--- config.mk ---
export PLATFORM = sky130hd
export DESIGN_NAME = cisu_ctrl
export DESIGN_NICKNAME = d
export VERILOG_FILES = /design/src/rtl/core/cisu_pkg.sv /design/src/rtl/core/cisu_ctrl.sv
export SDC_FILE = /design/constraint.sdc
export NUM_CORES = 1
export LEC_CHECK = 0
export BUFFER_PORTS_ARGS = -buffer_cell sky130_fd_sc_hd__buf_4
export CAP_MARGIN = 20
export CORE_ASPECT_RATIO = 1.4
export CORE_MARGIN = 2
export CORE_UTILIZATION = 58
export CTS_CLUSTER_DIAMETER = 100
export DETAILED_ROUTE_END_ITERATION = 6
export GPL_ROUTABILITY_DRIVEN = 0
export GPL_TIMING_DRIVEN = 0
export HOLD_SLACK_MARGIN = 0.02
export PLACE_DENSITY_LB_ADDON = 0.12
export SLEW_MARGIN = 10
export SYNTH_ARGS = -nofsm -noshare
export SYNTH_HDL_FRONTEND = slang
export SYNTH_SLANG_ARGS = --single-unit
--- constraint.sdc ---
create_clock -name clk -period 5.5 [get_ports clk]
set_clock_uncertainty 0.15 [all_clocks]
set_input_delay 0.275 -clock clk [delete_from_list [all_inputs] [get_ports clk]]
set_output_delay 0.275 -clock clk [all_outputs]
set_load 0.05 [all_outputs]
--- src/rtl/core/cisu_pkg.sv ---
// Shared constants and types for the circular FIFO with search.
package cisu_pkg;

  localparam int CISU_DEPTH      = 256;
  localparam int CISU_DATA_WIDTH = 32;
  localparam int CAP_W           = 9;
  localparam logic [CAP_W-1:0] CAP_RESET = 9'd256;

  localparam logic [2:0] MODE_ENQ  = 3'd0;
  localparam logic [2:0] MODE_DEQ  = 3'd1;
  localparam logic [2:0] MODE_PEEK = 3'd2;
  localparam logic [2:0] MODE_CLR  = 3'd3;
  localparam logic [2:0] MODE_SRCH = 3'd4;

  typedef enum logic [1:0] {
    STAT_OK       = 2'd0,
    STAT_FULL     = 2'd1,
    STAT_EMPTY    = 2'd2,
    STAT_NOTFOUND = 2'd3
  } cisu_status_t;

  typedef enum logic [2:0] {
    ST_IDLE,
    ST_EXEC,
    ST_RDWAIT,
    ST_SRD,
    ST_SCMP,
    ST_DONE
  } cisu_state_t;

  typedef struct packed {
    logic we;
    logic re;
  } cisu_mem_ctl_t;

endpackage

--- src/rtl/core/cisu_ctrl.sv ---
// Sequencer, pointers and shared compare unit of the circular FIFO.
module cisu_ctrl import cisu_pkg::*; #(
  parameter int DEPTH      = CISU_DEPTH,
  parameter int DATA_WIDTH = CISU_DATA_WIDTH,
  localparam int AW = $clog2(DEPTH),
  localparam int CW = $clog2(DEPTH + 1)
) (
  input  logic                         clk,
  input  logic                         rst_n,
  input  logic                         start,
  output logic                         busy,
  input  logic [2:0]                   in_mode,
  input  logic signed [DATA_WIDTH-1:0] in_value,
  input  logic                         cfg_we,
  input  logic [CAP_W-1:0]             cfg_wdata,
  output cisu_mem_ctl_t                mem_ctl,
  output logic [AW-1:0]                mem_addr,
  output logic [DATA_WIDTH-1:0]        mem_wdata,
  input  logic [DATA_WIDTH-1:0]        mem_rdata,
  output logic                         out_valid,
  output logic [1:0]                   out_status,
  output logic signed [DATA_WIDTH-1:0] out_data_out,
  output logic [AW-1:0]                out_found_slot,
  output logic [CW-1:0]                out_occupancy,
  output logic                         out_is_empty,
  output logic                         out_is_full
);

  cisu_state_t           state_r, state_nxt;
  logic [2:0]            op_r, op_nxt;
  logic [DATA_WIDTH-1:0] key_r, key_nxt;
  logic [CAP_W-1:0]      cap_r, cap_nxt;
  logic [AW-1:0]         head_r, head_nxt;
  logic [AW-1:0]         tail_r, tail_nxt;
  logic [CW-1:0]         count_r, count_nxt;
  logic [AW-1:0]         idx_r, idx_nxt;
  logic [CW-1:0]         scan_r, scan_nxt;
  cisu_status_t          status_r, status_nxt;
  logic [DATA_WIDTH-1:0] data_r, data_nxt;
  logic [AW-1:0]         slot_r, slot_nxt;

  logic [CW-1:0] cap_use;
  logic          full;
  logic          empty;
  logic          match;
  logic          last;

  function automatic logic [AW-1:0] advance(input logic [AW-1:0] idx,
                                            input logic [CW-1:0] cap);
    logic [CW-1:0] n;
    n = CW'(idx) + 1'b1;
    return (n >= cap) ? '0 : AW'(n);
  endfunction

  always_comb begin
    if (cap_r == '0) begin
      cap_use = CW'(1);
    end else if (32'(cap_r) > 32'(DEPTH)) begin
      cap_use = CW'(DEPTH);
    end else begin
      cap_use = CW'(cap_r);
    end
  end

  assign full  = (count_r >= cap_use);
  assign empty = (count_r == '0);
  assign match = (mem_rdata == key_r);
  assign last  = ((scan_r + 1'b1) == count_r);

  always_comb begin
    state_nxt = state_r;
    unique case (state_r)
      ST_IDLE: begin
        if (start) state_nxt = ST_EXEC;
      end
      ST_EXEC: begin
        case (op_r)
          MODE_DEQ, MODE_PEEK: state_nxt = empty ? ST_DONE : ST_RDWAIT;
          MODE_SRCH:           state_nxt = empty ? ST_DONE : ST_SCMP;
          default:             state_nxt = ST_DONE;
        endcase
      end
      ST_RDWAIT: state_nxt = ST_DONE;
      ST_SRD:    state_nxt = ST_SCMP;
      ST_SCMP: begin
        state_nxt = (match || last) ? ST_DONE : ST_SRD;
      end
      ST_DONE:   state_nxt = ST_IDLE;
      default:   state_nxt = ST_IDLE;
    endcase
  end

  always_comb begin
    mem_ctl   = '0;
    mem_addr  = head_r;
    mem_wdata = key_r;
    unique case (state_r)
      ST_EXEC: begin
        case (op_r)
          MODE_ENQ: begin
            mem_ctl.we = !full;
            mem_addr   = tail_r;
          end
          MODE_DEQ, MODE_PEEK, MODE_SRCH: mem_ctl.re = !empty;
          default: ;
        endcase
      end
      ST_SRD: begin
        mem_ctl.re = 1'b1;
        mem_addr   = idx_r;
      end
      default: ;
    endcase
  end

  assign busy      = (state_r != ST_IDLE);
  assign out_valid = (state_r == ST_DONE);

  always_comb begin
    op_nxt     = op_r;
    key_nxt    = key_r;
    cap_nxt    = cap_r;
    head_nxt   = head_r;
    tail_nxt   = tail_r;
    count_nxt  = count_r;
    idx_nxt    = idx_r;
    scan_nxt   = scan_r;
    status_nxt = status_r;
    data_nxt   = data_r;
    slot_nxt   = slot_r;
    case (state_r)
      ST_IDLE: begin
        if (start) begin
          op_nxt  = in_mode;
          key_nxt = in_value;
        end
      end
      ST_EXEC: begin
        status_nxt = STAT_OK;
        data_nxt   = '0;
        slot_nxt   = '0;
        case (op_r)
          MODE_ENQ: begin
            if (full) begin
              status_nxt = STAT_FULL;
            end else begin
              tail_nxt  = advance(tail_r, cap_use);
              count_nxt = count_r + 1'b1;
            end
          end
          MODE_DEQ, MODE_PEEK: begin
            if (empty) status_nxt = STAT_EMPTY;
          end
          MODE_CLR: begin
            head_nxt  = '0;
            tail_nxt  = '0;
            count_nxt = '0;
          end
          MODE_SRCH: begin
            idx_nxt  = head_r;
            scan_nxt = '0;
            if (empty) status_nxt = STAT_NOTFOUND;
          end
          default: ;
        endcase
      end
      ST_RDWAIT: begin
        data_nxt = mem_rdata;
        if (op_r == MODE_DEQ) begin
          head_nxt  = advance(head_r, cap_use);
          count_nxt = count_r - 1'b1;
        end
      end
      ST_SCMP: begin
        if (match) begin
          slot_nxt = idx_r;
        end else if (last) begin
          status_nxt = STAT_NOTFOUND;
        end else begin
          idx_nxt  = advance(idx_r, cap_use);
          scan_nxt = scan_r + 1'b1;
        end
      end
      default: ;
    endcase
    if (cfg_we) begin
      cap_nxt   = cfg_wdata;
      head_nxt  = '0;
      tail_nxt  = '0;
      count_nxt = '0;
    end
  end

  always_ff @(posedge clk) begin
    if (!rst_n) begin
      state_r <= ST_IDLE;
      cap_r   <= CAP_RESET;
      head_r  <= '0;
      tail_r  <= '0;
      count_r <= '0;
    end else begin
      state_r <= state_nxt;
      cap_r   <= cap_nxt;
      head_r  <= head_nxt;
      tail_r  <= tail_nxt;
      count_r <= count_nxt;
    end
  end

  always_ff @(posedge clk) begin
    op_r     <= op_nxt;
    key_r    <= key_nxt;
    idx_r    <= idx_nxt;
    scan_r   <= scan_nxt;
    status_r <= status_nxt;
    data_r   <= data_nxt;
    slot_r   <= slot_nxt;
  end

  assign out_status     = status_r;
  assign out_data_out   = data_r;
  assign out_found_slot = slot_r;
  assign out_occupancy  = count_r;
  assign out_is_empty   = empty;
  assign out_is_full    = full;

  a_count_bound: assert property (@(posedge clk) disable iff (!rst_n)
    count_r <= cap_use)
    else $error("occupancy above capacity");

  a_ptr_bound: assert property (@(posedge clk) disable iff (!rst_n)
    (CW'(head_r) < cap_use) && (CW'(tail_r) < cap_use))
    else $error("pointer outside capacity");

  a_start: assert property (@(posedge clk) disable iff (!rst_n)
    (start && !busy) |=> (state_r == ST_EXEC))
    else $error("transfer not taken");

  a_cmp_read: assert property (@(posedge clk) disable iff (!rst_n)
    (state_r == ST_SCMP) |-> $past(mem_ctl.re))
    else $error("compare without read");

  a_deq_count: assert property (@(posedge clk) disable iff (!rst_n)
    (state_r == ST_RDWAIT && op_r == MODE_DEQ && !cfg_we)
      |=> (count_r == $past(count_r) - 1'b1))
    else $error("dequeue count not decremented");

endmodule

==> impl_results.md, run 1 <==
* Synth cell types at between 60 and 70
* CTS clk-pin slew, worst paths at around 70 ps
* Clk pwr share at 38.9%
* WP data required at around 5100 ps
* Power Density at ~290 nW/um2
* Final hold vios at 0
* CP max stage cell: dfxtp_1
* RSZ-0062 raised after global routing: no
* Crit path cell chain: nor4_1, a21oi_1, nor2_1, ha_1, nand2b_1, a211oi_1, o2111ai_1, and3_1, nor2_1, buf_4
* Sequential Power Share at around two fifths
* Drt via density at 6.18
* Commonest non-fill, non-tap cell in the layout: buf_4
* Max_slew headroom at between 30% and 40%
* Mapped Cells at ~690
* Fillers at 641
* Switching pwr at between 0.9 and 1 mW
* Synth top area share at roughly two fifths
* Switching share of power at 32.0%
* Peak VDD IR at ~0.00024 V
* CTS tree: done
* Maximum root-to-sink buffer count at 2
* Max incr delay on CP at between 300 and 400 ps
* Diode count at 0
* 1st-iter DRT viols at 645
* CORE AREA at about 12000 um2
* Post-Syn Nets at 813
* Die W at between 90 and 100 um
* Starting Density at about three fifths
* Mapped cell area at just over 7000 um2
* Htree depth at 4
* Final instance area at a little over 10000 um2
* Setup Fix Bufs, Post-CTS at 0
* Layout cell share with drive strength beyond 1 at a little under a quarter
* Commonest non-fill, non-tap cells in the layout: buf_4, edfxtp_1, dlygate4sd3_1, nand2_1, xnor2_1
* Minimum clock period at between 3000 and 4000 ps
* Async SR Flop Fraction at 0%
* Pint at just under 2 mW
* Placed Cells at 1018
* Cell family with most CP delay: simple AND/OR/NAND/NOR gates
* Total gr overflow at 0
* Largest net degree at the start of global routing at 36
* CP Launch Type: flop
* Leak at 4.16 nW
* Worst path arrival time at a little over 3000 ps
* Vias in the first global route at between 7000 and 8000
* Post-CTS sizing at 0
* Run status: completed
* First-pass GRT wire length at 37600 um
* Row Count at between 40 and 50
* Crit-path max FO at 4
* DRC at 0
* Fin cells at between 1000 and 1500
* Worst-Margin Slew at 1010 ps
* Hold WS at roughly 22 ps
* Ranking of synthesized cells by area: edfxtp_1, dfxtp_1, ha_1
* Die Y at between 100 and 150 um
* Routed len/inst at approximately 22 um
* PnR Total Power at roughly 2.9 mW
* Buf+Inv Stages, Crit Path at 1
* Initial antenna violation count at 0
* Final setup TNS at 0 ps
* Peak Freq at 0.284 GHz
* TritonCTS Buffers at 17
* Crit Path Category: flop to output pin
* Sequential element share of the synthesized area at 49.0%
* # IOs at between 150 and 200
* Total GRT Usage at between 30% and 40%
* Vias at between 6000 and 7000
* Final Setup Violations at 0
* Number of synthesized flops with an enable pin at 94
* Maxcap violations at 0
* Mean post-synth cell area at 10.5 um2
* Gate power share at between 20 and 25%
* Most Frequent Cell on Critical Path: nor2_1
* Area leader, netlist: edfxtp_1
* DP Area at 8800 um2
* Critical Path Sink Type: output pin
* Nets at approximately 1100
* Final period util at 64.1%
* Clk_lat worst skew at ~430 ps
* Min-delay worst type: input pin to flop
* HPWL Detailed at 15100 um
* Die Footprint at 13500 um2
* DRT Pass-1 Iters at 5
* Synth Register Bits at ~130
* Final slew viol count at 0
* Port Buffers at 176
* Synth warn at 0
* Synth Flop Type: edfxtp_1
* Clock tree sinks at between 100 and 150
* P&R area growth vs syn at 38.4%
* Antenna-violating nets left at 0
* Root Driver: clkbuf_16
* Routed WL at 24300 um
[power by group through the flow]
stage               logic [mW]  registers [mW]  clock network [mW]
floorplan                0.182            1.36                   0
global placement         0.517            1.20                   0
detailed placement       0.532            1.20                   0
CTS                      0.576            1.18                1.12
global route             0.625            1.19                1.16
finish                   0.597            1.18                1.14
[routing by layer]
| metal | vias up | global-route usage [%] | wire length (um) |
|---|---|---|---|
| met5 | - | 0 | 0 |
| met4 | 0 | 23.6 | 1540 |
| met3 | 119 | 8.53 | 1910 |
| met2 | 459 | 63.9 | 12600 |
| met1 | 3271 | 38.8 | 8310 |
| li1 | 3077 | - | - |
[cell usage after synthesis, types with 6 or more instances]
master,instances
a211oi_1,6
nor3_1,7
nand2b_1,7
dfxtp_1,37
inv_1,17
clkbuf_1,30
nor2_1,40
mux2i_1,11
and2_1,33
xnor2_1,50
edfxtp_1,94
nor2b_1,16
or3_1,6
o21ai_0,26
xor2_1,15
nand2_1,65
nand3_1,23
ha_1,42
a21oi_1,23
and3_1,22
a21o_1,10
a22oi_1,19
nand4_1,14
[layout make-up]
cell class,instances,area (um2),share of cell area [%]
Inverter,18,67.6,0.671
Timing Repair Buffer,247,2040,20.2
Buffer,34,144,1.43
Clock inverter,15,144,1.43
Clock buffer,17,425,4.23
Sequential cell,131,3560,35.4
Multi-Input combinational cell,508,3500,34.8
Tap cell,150,188,1.86
[cell families after synthesis]
group,share of synthesized area (%)
and+or+nand+nor,18.7
AOI/OAI and AO/OA,12.6
DFF,49.0
xor gates and xnor gates,7.83
buffers and inverters,2.91
adders and majority gates,7.23
muxes,1.67
[worst paths after layout]
| path | start | endpoint | slack [ps] | cells past startpoint |
|---|---|---|---|---|
| worst max register to register | cap_r[5] | tail_r[2] | 2150 | 10 |
| worst max-delay path | cap_r[5] | mem_ctl[1] | 1970 | 10 |
| worst min-delay path | mem_rdata[13] | out_data_out[13] | 20 | 2 |
| worst min register to register | cap_r[2] | cap_r[2] | 410 | 2 |
[flip-flops by register name (all words and copies together), names as in the netlist]
| register | count |
|---|---|
| scan_r | 9 |
| out_occupancy | 9 |
| op_r | 3 |
| mem_wdata | 32 |
| out_found_slot | 8 |
| state_r | 3 |
| out_status | 2 |
| idx_r | 8 |
| cap_r | 9 |
| out_data_out | 32 |
| tail_r | 8 |
| head_r | 8 |
[metrics by stage]
stage | setup slack (ps) | util [%]
finish | 1970 | 81.8
global route | 1840 | 81.8
CTS | 2000 | 81.8
detailed placement | 2160 | 71.5
global placement | 2210 | 71.3
floorplan | 2050 | -
[repair_timing]
| item | CTS | global route |
|---|---|---|
| hold buffers | 70 | 0 |
| endpoints found under the setup margin | 0 | 0 |
| hold endpoints to repair | 70 | 0 |
(Power assumes the default switching activity.)
==> inputs of run 2 (changes only) <==
Settings changed: CORE_UTILIZATION 58 to 49.
Clock period 5.5 ns to 2.84 ns, I/O delays scaled along.
==> impl_results.md, run 2 (synthesis gave the netlist of run 1 again) <==
* Leak at 4.45 nW
* Die Y at about 150 um
* Vias in the first global route at 7137
* RSZ-0062 raised after global routing: yes
* DRT Pass-1 Iters at 5
* CTS tree: done
* Nets at 1117
* Routed len/inst at between 15 and 20 um
* Cell family with most CP delay: compound AO/OA/AOI/OAI gates
* Run status: finished with violations
* Root Driver: clkbuf_16
* WP data required at approximately 2900 ps
* Die W at around 110 um
* TritonCTS Buffers at 17
* Maxcap violations at 0
* Worst path arrival time at between 3000 and 4000 ps
* Crit Path Category: flop to flop
* 1st-iter DRT viols at approximately 560
* Final slew viol count at 0
* CTS clk-pin slew, worst paths at ~60 ps
* Die Footprint at between 15000 and 20000 um2
* Minimum clock period at 2930 ps
* Peak Freq at between 0.3 and 0.4 GHz
* Max incr delay on CP at 460 ps
* Final instance area at 10900 um2
* CP max stage cell: a311o_2
* HPWL Detailed at about 15000 um
* P&R area growth vs syn at 50.3%
* Setup ws final at -87.5 ps
* Starting Density at 50.1%
* Antenna-violating nets left at 0
* DRC at 0
* CORE AREA at between 10000 and 15000 um2
* Peak VDD IR at 0.000548 V
* Clock tree sinks at between 100 and 150
* Failing checks: negative setup slack
* Port Buffers at between 150 and 200
* Crit-path max FO at 8
* Worst-Margin Slew at a little under 900 ps
* Critical Path Sink Type: flop
* Crit path cell chain: buf_6, ha_4, nand3_4, xor2_4, inv_2, ha_2, a21o_1, a21o_1, a21o_1, a211o_1, a311o_2, o22ai_1
* Drt via density at 5.66
* Commonest non-fill, non-tap cell in the layout: buf_4
* R2R Setup Slk at -90 ps
* Routed WL at 23300 um
* Final hold vios at 0
* Min-delay worst type: input pin to flop
* DP Area at around 9000 um2
* Most Frequent Cell on Critical Path: a21o_1
* Diode count at 0
* First-pass GRT wire length at around 36000 um
* Largest net degree at the start of global routing at 36
* Maximum root-to-sink buffer count at 2
* PnR Total Power at roughly 5.7 mW
* Row Count at 52
* Power Density at between 500 and 600 nW/um2
* Final Setup Violations at 9
* Max_slew headroom at a little over two fifths
* Layout cell share with drive strength beyond 1 at between 30% and 40%
* Clk_lat worst skew at 420 ps
* Htree depth at 4
* Buf+Inv Stages, Crit Path at 2
* # IOs at roughly 180
* Vias at between 6000 and 7000
* Final period util at 103%
* Total GRT Usage at 29.2%
* Initial antenna violation count at 0
* Total gr overflow at 0
* Commonest non-fill, non-tap cells in the layout: buf_4, edfxtp_1, dlygate4sd3_1, nand2_1, xnor2_1
* CP Launch Type: flop
run 2: cell types whose count changed in the layout (fill, tap and decap cells not counted), sizes merged:
cell / delta
buf: +37
bufinv: +1
inv: -4
clkinvlp: -1
clkinv: +1
clkbuf: -5
dlygate4sd3: +7
run 2: per-stage QoR:
step / worst slack (ps) / hold WS [ps] / utilization (%) / setup TNS [ps] / std cells
2_1_floorplan: 2.87 / 90.9 / - / 0 / 691
3_3_place_gp: -283 / 170 / 61.1 / -11130 / 1056
3_5_place_dp: -404 / 171 / 61.1 / -7810 / 1056
4_1_cts: -62.9 / 29.7 / 73.4 / -68.4 / 1188
5_1_grt: -196 / 92.6 / 75.4 / -2390 / 1195
6_report: -87.5 / 50.3 / 75.4 / -543 / 1195
run 2: what timing repair did:
action | 4_1_cts | 5_1_grt
hold buffers | 77 | 0
gates resized for setup | 65 | 54
endpoints found under the hold margin | 79 | 0
pin swaps | 25 | 29
buffers inserted | 28 | 12
setup endpoints to repair | 51 | 62
run 2: layer usage:
metal,wire [um],up-vias,GRT usage [%]
met5,0,-,0
met4,1190,0,16.4
met3,1590,85,7.54
met2,12100,319,52.5
met1,8370,3210,30.5
li1,-,3152,-
run 2: worst reg2reg max path: stages (launching register included):
cell and delay, ps:
edfxtp_1 450, buf_6 160, ha_4 160, nand3_4 120, xor2_4 180, inv_2 50
ha_2 160, a21o_1 160, a21o_1 170, a21o_1 160, a211o_1 220, a311o_2 460
o22ai_1 170
run 2: layout make-up:
class,instances,area [um2]
well taps,189,236
fillers,959,3580
multi-input cells,508,3920
plain buffers,28,123
inverters,18,73.8
clock inverters,12,133
flip-flops and latches,131,3610
clock buffers,18,429
repair buffers,291,2420
run 2: path summary, 6_finish.rpt:
path | from | end | cells after the start
hold / removal | start | state_r[0] | 5
setup reg to reg | idx_r[1] | idx_r[0] | 12
setup / recovery | idx_r[1] | idx_r[0] | 12
hold reg to reg | tail_r[1] | tail_r[1] | 1
run 2: where the power goes:
part	total (mW)	switching, mW	internal, mW
logic	1.25	0.765	0.480
clock network	2.13	0.849	1.29
registers	2.28	0.0834	2.20
total	5.66	1.70	3.97
==> inputs of run 3 (changes only) <==
Settings changed: CORE_UTILIZATION 49 to 30.
==> impl_results.md, run 3 (synthesis gave the netlist of run 1 again) <==
* HPWL Detailed at 17000 um
* Peak VDD IR at approximately 0.00044 V
* Switching pwr at approximately 1.7 mW
* P&R area growth vs syn at 50.8%
* Failing checks: negative setup slack
* Die W at 136 um
* Min-delay worst type: input pin to flop
* Total GRT Usage at 18.4%
* Routed WL at roughly 23000 um
* Nets at between 1000 and 1500
* Vias in the first global route at 6492
* Final instance area at 11000 um2
* Commonest non-fill, non-tap cell in the layout: buf_4
* Max_slew headroom at a little over two fifths
* Clk pwr share at between 30 and 40%
* Dpl ws at -349 ps
* Diode count at 0
* Htree depth at 4
* CP Launch Type: flop
* RSZ-0062 raised after global routing: yes
* Layout cell share with drive strength beyond 1 at 33.1%
* Placed Cells at 1177
* 1st-iter DRT viols at between 300 and 400
* Root Driver: clkbuf_16
* DRT Pass-1 Iters at 5
* CTS clk-pin slew, worst paths at roughly 70 ps
* Gate power share at a little over a fifth
* Routed len/inst at 17.8 um
* Row Count at 67
* CORE AREA at ~24000 um2
* DP Area at ~9000 um2
* Leak at between 4 and 5 nW
* Pint at a little under 4 mW
* Maxcap violations at 0
* Total gr overflow at 0
* PnR Total Power at approximately 5.7 mW
* WP data required at roughly 3000 ps
* # IOs at about 180
* Vias at about 6400
* Final Setup Violations at 8
* Final core utilization at between 40% and 50%
* Antenna-violating nets left at 0
* Commonest non-fill, non-tap cells in the layout: buf_4, edfxtp_1, dlygate4sd3_1, nand2_1, xnor2_1
* Fin cells at roughly 1300
* Worst path arrival time at about 3000 ps
* Initial antenna violation count at 0
* First-pass GRT wire length at roughly 36000 um
* Critical Path Sink Type: flop
* Die Footprint at about 26000 um2
* DRC at 0
* TritonCTS Buffers at 17
* Clock tree sinks at 131
* Port Buffers at roughly 180
* Switching share of power at a little under a third
* Run status: finished with violations
* Die Y at around 190 um
* Crit-path max FO at 8
* Hold WS at ~50 ps
* Final setup TNS at -355 ps
* Maximum root-to-sink buffer count at 2
* Sequential Power Share at around two fifths
* CTS tree: done
* Final period util at 102%
* Setup ws final at -58.6 ps
* Crit Path Category: flop to flop
* Largest net degree at the start of global routing at 36
* Starting Density at 30.4%
* Peak Freq at between 0.3 and 0.4 GHz
* Final slew viol count at 0
* Minimum clock period at 2900 ps
* Final hold vios at 0
* Worst-Margin Slew at between 800 and 900 ps
* Clk_lat worst skew at between 400 and 500 ps
* Drt via density at between 4 and 5
* Power Density at approximately 520 nW/um2
## run 3: cell count changes in the layout (fill, tap and decap cells not counted), sizes merged
cell,before,now
buf,218,207
clkinv,4,7
clkinvlp,4,2
dlygate4sd3,77,76
inv,20,21
## run 3: worst paths after layout
path	cells past startpoint	from	slack [ps]	to
worst min register to register	2	head_r[4]	370	head_r[4]
worst max-delay path	11	idx_r[1]	-60	idx_r[6]
worst max register to register	11	idx_r[1]	-60	idx_r[6]
worst min-delay path	5	start	50	state_r[0]
## run 3: power by group through the flow
stage	Combinational, mW	Sequential (mW)	Clock, mW
after global routing	1.29	2.30	2.33
after CTS	1.18	2.29	2.26
after floorplan	0.358	2.63	0
after detailed placement	1.05	2.33	0
after global placement	1.05	2.33	0
final	1.21	2.28	2.21
## run 3: worst max-delay path, cell delays in order (launching register included)
cell and delay (ps):
edfxtp_1 490, and3_4 230, nand3_4 90, xor2_2 180, inv_2 70, ha_4 210, a21o_1 150, a21o_1 140
a21o_1 170, a41o_1 210, a311o_2 500, o21ai_2 160
## run 3: metal layers
layer	vias up	part of all wire [%]	track usage, %
met2	208	52	32.5
met3	34	7.3	6.00
li1	3134	-	-
met4	0	2.2	6.77
met1	2995	39	20.3
met5	-	0	0
## run 3: repair_timing
item / 4_1_cts / 5_1_grt
endpoints found under the hold margin: 76 / 0
setup endpoints to repair: 53 / 61
resized for setup: 57 / 53
hold buffers: 76 / 0
buffers inserted: 14 / 13
pin swaps: 19 / 22
## run 3: layout make-up
class                      count  area, um2
fill                        2280      12900
multi-input combinational    508       3890
sequential                   131       3600
timing repair buffer         279       2310
clock buffer                  18        429
tap                          310        388
clock inverter                14        155
buffer                        28        125
inverter                      18       71.3
